`config.mk`:
```
export PLATFORM = sky130hd
export DESIGN_NAME = vertex_attribute_format_converter_flat
export DESIGN_NICKNAME = d
export VERILOG_FILES = /design/src/rtl/core/vafc_pkg.sv /design/src/rtl/core/vafc_if.sv /design/src/rtl/core/vertex_attribute_format_converter.sv /design/src/rtl/core/vafc_convert.sv /design/src/flat_wrapper.sv
export SDC_FILE = /design/constraint.sdc
export NUM_CORES = 1
export LEC_CHECK = 0
export CAP_MARGIN = 15
export CORE_ASPECT_RATIO = 0.9
export CORE_MARGIN = 2
export CORE_UTILIZATION = 57
export CTS_CLUSTER_DIAMETER = 40
export DETAILED_ROUTE_END_ITERATION = 12
export DONT_BUFFER_PORTS = 1
export HOLD_SLACK_MARGIN = 0.08
export PLACE_DENSITY = 0.77
export SLEW_MARGIN = 20
export SYNTH_ARGS = -nofsm -noshare
export SYNTH_HDL_FRONTEND = slang
export SYNTH_SLANG_ARGS = --single-unit
```
`constraint.sdc`:
```
create_clock -name clk -period 5.4 [get_ports clk]
set_input_delay 0.54 -clock clk [delete_from_list [all_inputs] [get_ports clk]]
set_output_delay 0.54 -clock clk [all_outputs]
set_load 0.01 [all_outputs]
```
`src/rtl/core/vafc_pkg.sv`:
```
// vafc_pkg: shared types and constants for the vertex attribute format converter
// no dependencies
`timescale 1ns / 1ps
package vafc_pkg;
	typedef enum logic {
		KIND_FIXED = 1'b0,
		KIND_BYTE  = 1'b1
	} kind_t;

	typedef struct packed {
		logic               kind;
		logic signed [31:0] raw_value;
		logic               last_element;
	} in_word_t;

	typedef struct packed {
		logic [31:0] result_word;
		logic        last_out;
	} out_word_t;

	// biased exponent of 2^-16
	localparam logic [7:0] EXP_BASE = 8'd111;
endpackage

```
`src/rtl/core/vafc_if.sv`:
```
// vafc_if: valid/ready channel interfaces for input and result words
// depends on vafc_pkg
`timescale 1ns / 1ps
interface vafc_in_if;
	import vafc_pkg::*;
	logic     valid;
	logic     ready;
	in_word_t data;
	modport source (output valid, output data, input ready);
	modport sink (input valid, input data, output ready);
endinterface

interface vafc_out_if;
	import vafc_pkg::*;
	logic      valid;
	logic      ready;
	out_word_t data;
	modport source (output valid, output data, input ready);
	modport sink (input valid, input data, output ready);
endinterface

```
`src/rtl/core/vertex_attribute_format_converter.sv`:
```
// vertex_attribute_format_converter: top level, input register, converter, result register
// depends on vafc_pkg, vafc_if, vafc_convert
`timescale 1ns / 1ps
// Usage:
//   in_ch  carries kind, raw_value and last_element; a word moves when
//          valid and ready are both high.
//   out_ch carries result_word and last_out under the same handshake.
//   Kind fixed turns a signed 16.16 word into float32 bits (nearest even);
//   kind byte sign-extends the low byte into the 32-bit result.
// Path: an accepted word is held in the input register, then loaded
//   into the result register, which drives out_ch.valid.
// Throughput: one word per cycle while out_ch.ready stays high; the conversion is a single registered pass.
// Reset: arst_n clears both valid flags; no word is held afterward.
// Stall: when out_ch.ready is low the result register holds its word and
//   the input register still fills; in_ch.ready drops only when both
//   stages hold words and the output is stalled.
module vertex_attribute_format_converter (
	input  logic       clk,
	input  logic       arst_n,
	vafc_in_if.sink    in_ch,
	vafc_out_if.source out_ch
);
	import vafc_pkg::*;

	in_word_t  in_s1;
	logic      vld_s1;
	out_word_t res_s2;
	logic      vld_s2;
	out_word_t conv;
	logic      adv_s2;

	assign adv_s2      = vld_s1 && (!vld_s2 || out_ch.ready);
	assign in_ch.ready = !vld_s1 || adv_s2;

	// conversion logic
	vafc_convert u_conv (
		.in_word  (in_s1),
		.out_word (conv)
	);

	// valid flags
	always_ff @(posedge clk or negedge arst_n) begin
		if (!arst_n) begin
			vld_s1 <= 1'b0;
			vld_s2 <= 1'b0;
		end else begin
			if (in_ch.ready) vld_s1 <= in_ch.valid;
			if (!vld_s2 || out_ch.ready) vld_s2 <= vld_s1;
		end
	end

	// payload registers
	always_ff @(posedge clk) begin
		if (in_ch.ready && in_ch.valid) in_s1 <= in_ch.data;
		if (adv_s2) res_s2 <= conv;
	end

	assign out_ch.valid = vld_s2;
	assign out_ch.data  = res_s2;
endmodule

```
`src/rtl/core/vafc_convert.sv`:
```
// vafc_convert: combinational fixed-to-float and byte-to-32-bit sign-extension conversion
// depends on vafc_pkg
`timescale 1ns / 1ps
module vafc_convert (
	input  vafc_pkg::in_word_t  in_word,
	output vafc_pkg::out_word_t out_word
);
	import vafc_pkg::*;

	logic        sign;
	logic [31:0] mag;
	logic [4:0]  top;
	logic [31:0] norm;
	logic [24:0] mant_r;
	logic        guard;
	logic        sticky;
	logic [7:0]  expo;
	logic [31:0] fbits;
	logic [31:0] bbits;

	// leading one position
	always_comb begin
		top = 5'd0;
		for (int i = 0; i < 32; i++) begin
			if (mag[i]) top = 5'(i);
		end
	end

	assign sign = in_word.raw_value[31];
	assign mag  = sign ? (32'd0 - in_word.raw_value) : in_word.raw_value;
	// left-justify so the leading one sits at bit 31
	assign norm = mag << (5'd31 - top);

	// round to nearest even on the bits below the 24-bit mantissa
	always_comb begin
		guard  = norm[7];
		sticky = |norm[6:0];
		mant_r = {1'b0, norm[31:8]} + 25'(guard & (sticky | norm[8]));
		expo   = EXP_BASE + {3'd0, top} + {7'd0, mant_r[24]};
		if (mag == 32'd0) begin
			fbits = 32'd0;
		end else begin
			fbits = {sign, expo, mant_r[24] ? mant_r[23:1] : mant_r[22:0]};
		end
	end

	assign bbits = {{24{in_word.raw_value[7]}}, in_word.raw_value[7:0]};

	assign out_word.result_word = (in_word.kind == KIND_BYTE) ? bbits : fbits;
	assign out_word.last_out    = in_word.last_element;
endmodule

```
`src/flat_wrapper.sv`:
```
// flat-port wrapper written by rule: the top's interface ports become plain ports
module vertex_attribute_format_converter_flat import vafc_pkg::*;
  (clk, arst_n, in_ch_valid, in_ch_data, in_ch_ready, out_ch_valid, out_ch_data, out_ch_ready);
  vafc_in_if in_ch_i ();
  vafc_out_if out_ch_i ();
  input  logic clk;
  input  logic arst_n;
  input wire logic [$bits(in_ch_i.valid)-1:0] in_ch_valid;
  input wire logic [$bits(in_ch_i.data)-1:0] in_ch_data;
  output wire logic [$bits(in_ch_i.ready)-1:0] in_ch_ready;
  output wire logic [$bits(out_ch_i.valid)-1:0] out_ch_valid;
  output wire logic [$bits(out_ch_i.data)-1:0] out_ch_data;
  input wire logic [$bits(out_ch_i.ready)-1:0] out_ch_ready;
  assign in_ch_i.valid = in_ch_valid;
  assign in_ch_i.data = in_ch_data;
  assign in_ch_ready = in_ch_i.ready;
  assign out_ch_valid = out_ch_i.valid;
  assign out_ch_data = out_ch_i.data;
  assign out_ch_i.ready = out_ch_ready;
  vertex_attribute_format_converter u_core (.clk(clk), .arst_n(arst_n), .in_ch(in_ch_i), .out_ch(out_ch_i));
endmodule
```
==> results.sh <==
export IMPL_grt_pass1_wl_mm=50.1
export IMPL_clkTransAtPathRegs_ps=60
export IMPL_leakage_nw=4.61
export IMPL_die_h_um=114
export IMPL_layout_drive_gt1_share_pct=46.0
export IMPL_critPathMaxFanout=10
export IMPL_fin_area_mm2=0.0114
export IMPL_route_detailed_drc=0
export IMPL_gp_congestion=1.09
export IMPL_antenna_found_initial=1
export IMPL_yosysSeqAreaShare_pct=27.0
export IMPL_first_global_vias=9274
export IMPL_grtUsageTotal_pct=44.7
export IMPL_final_common_cell="buf_4"
export IMPL_die_w_um=126
export IMPL_root_buffer="clkbuf_16"
export IMPL_drv_slew=0
export IMPL_fillers=656
export IMPL_rows=40
export IMPL_endpoint="u_core.out_ch.data[27]$_DFFE_PP_"
export IMPL_timing_fmax_mhz=169
export IMPL_syn_inst=911
export IMPL_synth_edf_count=67
export IMPL_rr_endpoint="u_core.out_ch.data[27]$_DFFE_PP_"
export IMPL_final_cells=1398
export IMPL_placement_io_buffers=0
export IMPL_crit_type="reg2reg"
export IMPL_crit_family="simple AND/OR/NAND/NOR gates"
export IMPL_critPathSlowestCell="or4_4"
export IMPL_cp_depth=25
export IMPL_die_area_mm2=0.0143
export IMPL_powerDensity_mw_per_mm2=240
export IMPL_finalSetupViolCount=31
export IMPL_crit_top_cell="buf_4"
export IMPL_critical_path_buf_inv_count=5
export IMPL_drtPass1Iterations=6
export IMPL_dp_slack_ps=-397
export IMPL_first_iter_violations=1922
export IMPL_r2r_slack_ps=-510
export IMPL_grt_max_degree=35
export IMPL_violations="negative setup slack"
export IMPL_worst_slack_ps=-506
export IMPL_status="finished, violations left"
export IMPL_tns_ps=-11860
export IMPL_clock_sinks=69
export IMPL_slowest_delay_ps=530
export IMPL_pin_count=73
export IMPL_finalClockSkew_ps=5.02
export IMPL_hold_slack_ps=280
export IMPL_crit_path_end_kind="flip-flop"
export IMPL_ys_flop_type="edfxtp_1"
export IMPL_final_core_util_pct=86.6
export IMPL_worstMarginPinSlew_ps=924
export IMPL_power_mw=2.75
export IMPL_hold_viol_final=0
export IMPL_crit_path_start="u_core.in_s1[14]$_DFFE_PP_"
export IMPL_fin_crit_sh_pct=109
export IMPL_final_min_clock_period_ps=5910
export IMPL_n_antenna_cell=0
export IMPL_maxCapViolations=0
export IMPL_start_kind="flip-flop"
export IMPL_most_common_layout_cells="buf_4 (346), nand2_1 (72), edfxtp_1 (67)"
export IMPL_vdd_ir_drop_max_mv=0.239
export IMPL_cp_required_ps=5450
export IMPL_hold_class="in2reg"
export IMPL_placed_cells=1334
export IMPL_ys_seq_elements=69
export IMPL_dp_hpwl_mm=24.1
export IMPL_synth_warnings=0
export IMPL_postSynthAreaPerCell_um2=8.39
export IMPL_async_flop_share_pct=2.90
export IMPL_reg2reg_depth=25
export IMPL_dpl_instance_area_mm2=0.0100
export IMPL_worstPathArrival_ps=5960
export IMPL_ys_types=107
export IMPL_start_util_pct=57.8
export IMPL_area_growth_pct=49.7
export IMPL_mappedNetlistArea_mm2=0.00764
export IMPL_cts_tree="yes"
export IMPL_cts_buffers=9
export IMPL_h_tree_depth=3
export IMPL_clk_latency_ps=350
export IMPL_rsz0062_at_grt="true"
export IMPL_core_mm2=0.0132
export IMPL_vias=10300
export IMPL_wl_per_cell_um=25.7
export IMPL_vias_per_cell=7.39
export IMPL_slew_headroom_pct=38.4
export IMPL_grt_ovfl_total=0
export IMPL_antenna_left=0
export IMPL_drt_total_wl_mm=35.9
export IMPL_rr_startpoint="u_core.in_s1[14]$_DFFE_PP_"
export IMPL_synth_fp_nets=954
export IMPL_cts_buffer_depth=2
export IMPL_nets=1268
kinds of logic after synthesis:
logic type               count (synthesis)  synth area share, %
AND/OR/NAND/NOR                        357                 26.3
flip-flops                              69                 27.0
XOR/XNOR                                56                 6.42
AO/OA/AOI/OAI                          322                 31.5
multiplexers                            16                 2.14
buffers and inverters                   86                 5.83
adder cells (fa/ha/maj)                  5                0.819
cells in the mapped netlist (8+ instances only):
| library cell | number | share of area (%) |
|---|---|---|
| o211a_1 | 8 | 1.0 |
| clkbuf_1 | 30 | 1.5 |
| o22ai_1 | 10 | 0.82 |
| mux2i_1 | 13 | 1.7 |
| and2_1 | 11 | 0.90 |
| o21ai_0 | 38 | 2.5 |
| a31oi_1 | 12 | 0.98 |
| and3_1 | 15 | 1.2 |
| a21oi_1 | 59 | 3.9 |
| edfxtp_1 | 67 | 26 |
| buf_6 | 9 | 1.3 |
| nor3_1 | 45 | 2.9 |
| or3_1 | 12 | 0.98 |
| buf_2 | 23 | 1.5 |
| a211oi_1 | 9 | 0.88 |
| nand2_1 | 83 | 4.1 |
| a211o_1 | 8 | 0.92 |
| a21o_1 | 12 | 1.2 |
| nor4_1 | 13 | 1.1 |
| nor2_1 | 55 | 2.7 |
| nand3_1 | 34 | 2.2 |
| xor2_1 | 21 | 2.4 |
| or2_2 | 11 | 0.90 |
| a221oi_1 | 12 | 1.4 |
| xnor2_1 | 35 | 4.0 |
| nand2b_1 | 10 | 0.82 |
| o31ai_1 | 10 | 0.98 |
| o21ai_1 | 21 | 1.4 |
| o211ai_1 | 20 | 2.0 |
| inv_1 | 14 | 0.69 |
| nand4_1 | 10 | 0.82 |
flip-flops by register name (all words and copies together) (netlist names):
signal,flops
u_core.out_ch.data,33
u_core.out_ch.valid,1
u_core.in_s1,34
u_core.vld_s1,1
layout make-up:
type	instances	area [um^2]	area share, %
timing repair buffer	372	2920	25.5
clock inverter	6	40.0	0.350
multi-input combinational	758	5910	51.7
inverter	15	66.3	0.580
sequential	69	2060	18.0
tap	168	210	1.84
clock buffer	10	229	2.00
power breakdown:
group	total (mW)	switching (mW)	internal, mW
sequential	0.695	0.0418	0.653
combinational	1.49	0.809	0.682
clock	0.559	0.249	0.310
worst register-to-register path, stage by stage (launching register included):
cell	delay, ps
edfxtp_1	420
or3_1	450
buf_4	190
nor4_4	280
buf_6	200
buf_4	130
a21oi_1	90
o211ai_1	330
nand2_2	130
a41o_1	270
a31o_4	270
buf_12	140
or4_4	530
o221ai_4	100
a21oi_2	90
nor2_1	110
ha_2	190
or3b_4	380
and4bb_4	330
nor4b_4	240
nand2_2	120
buf_4	160
ha_4	160
nand2_4	70
xnor2_2	110
o21ai_1	90
layer usage:
layer	part of all wire (%)	track usage, %
met3	15	10.8
met4	7.0	21.0
met2	43	68.9
met1	35	59.4
met5	0	0
worst min-delay path by stage:
stage	startpoint	to	slack [ps]	cells after the start
floorplan	arst_n	u_core.out_ch.valid$_DFFE_PN0P_	240	0
global placement	arst_n	u_core.vld_s1$_DFFE_PN0N_	240	0
detailed placement	arst_n	u_core.vld_s1$_DFFE_PN0N_	240	0
CTS	in_ch_data[32]	u_core.in_s1[32]$_DFFE_PP_	270	0
global route	in_ch_data[32]	u_core.in_s1[32]$_DFFE_PP_	280	0
finish	in_ch_data[32]	u_core.in_s1[32]$_DFFE_PP_	280	0
timing repair:
action / 4_1_cts / 5_1_grt
endpoints found under the setup margin: 31 / 31
pin swaps: 52 / 49
hold endpoints to repair: 2 / 0
buffers inserted: 21 / 26
cloned: 2 / 1
resized for setup: 71 / 80
hold buffers: 1 / 0
(Power assumes the default switching activity.)
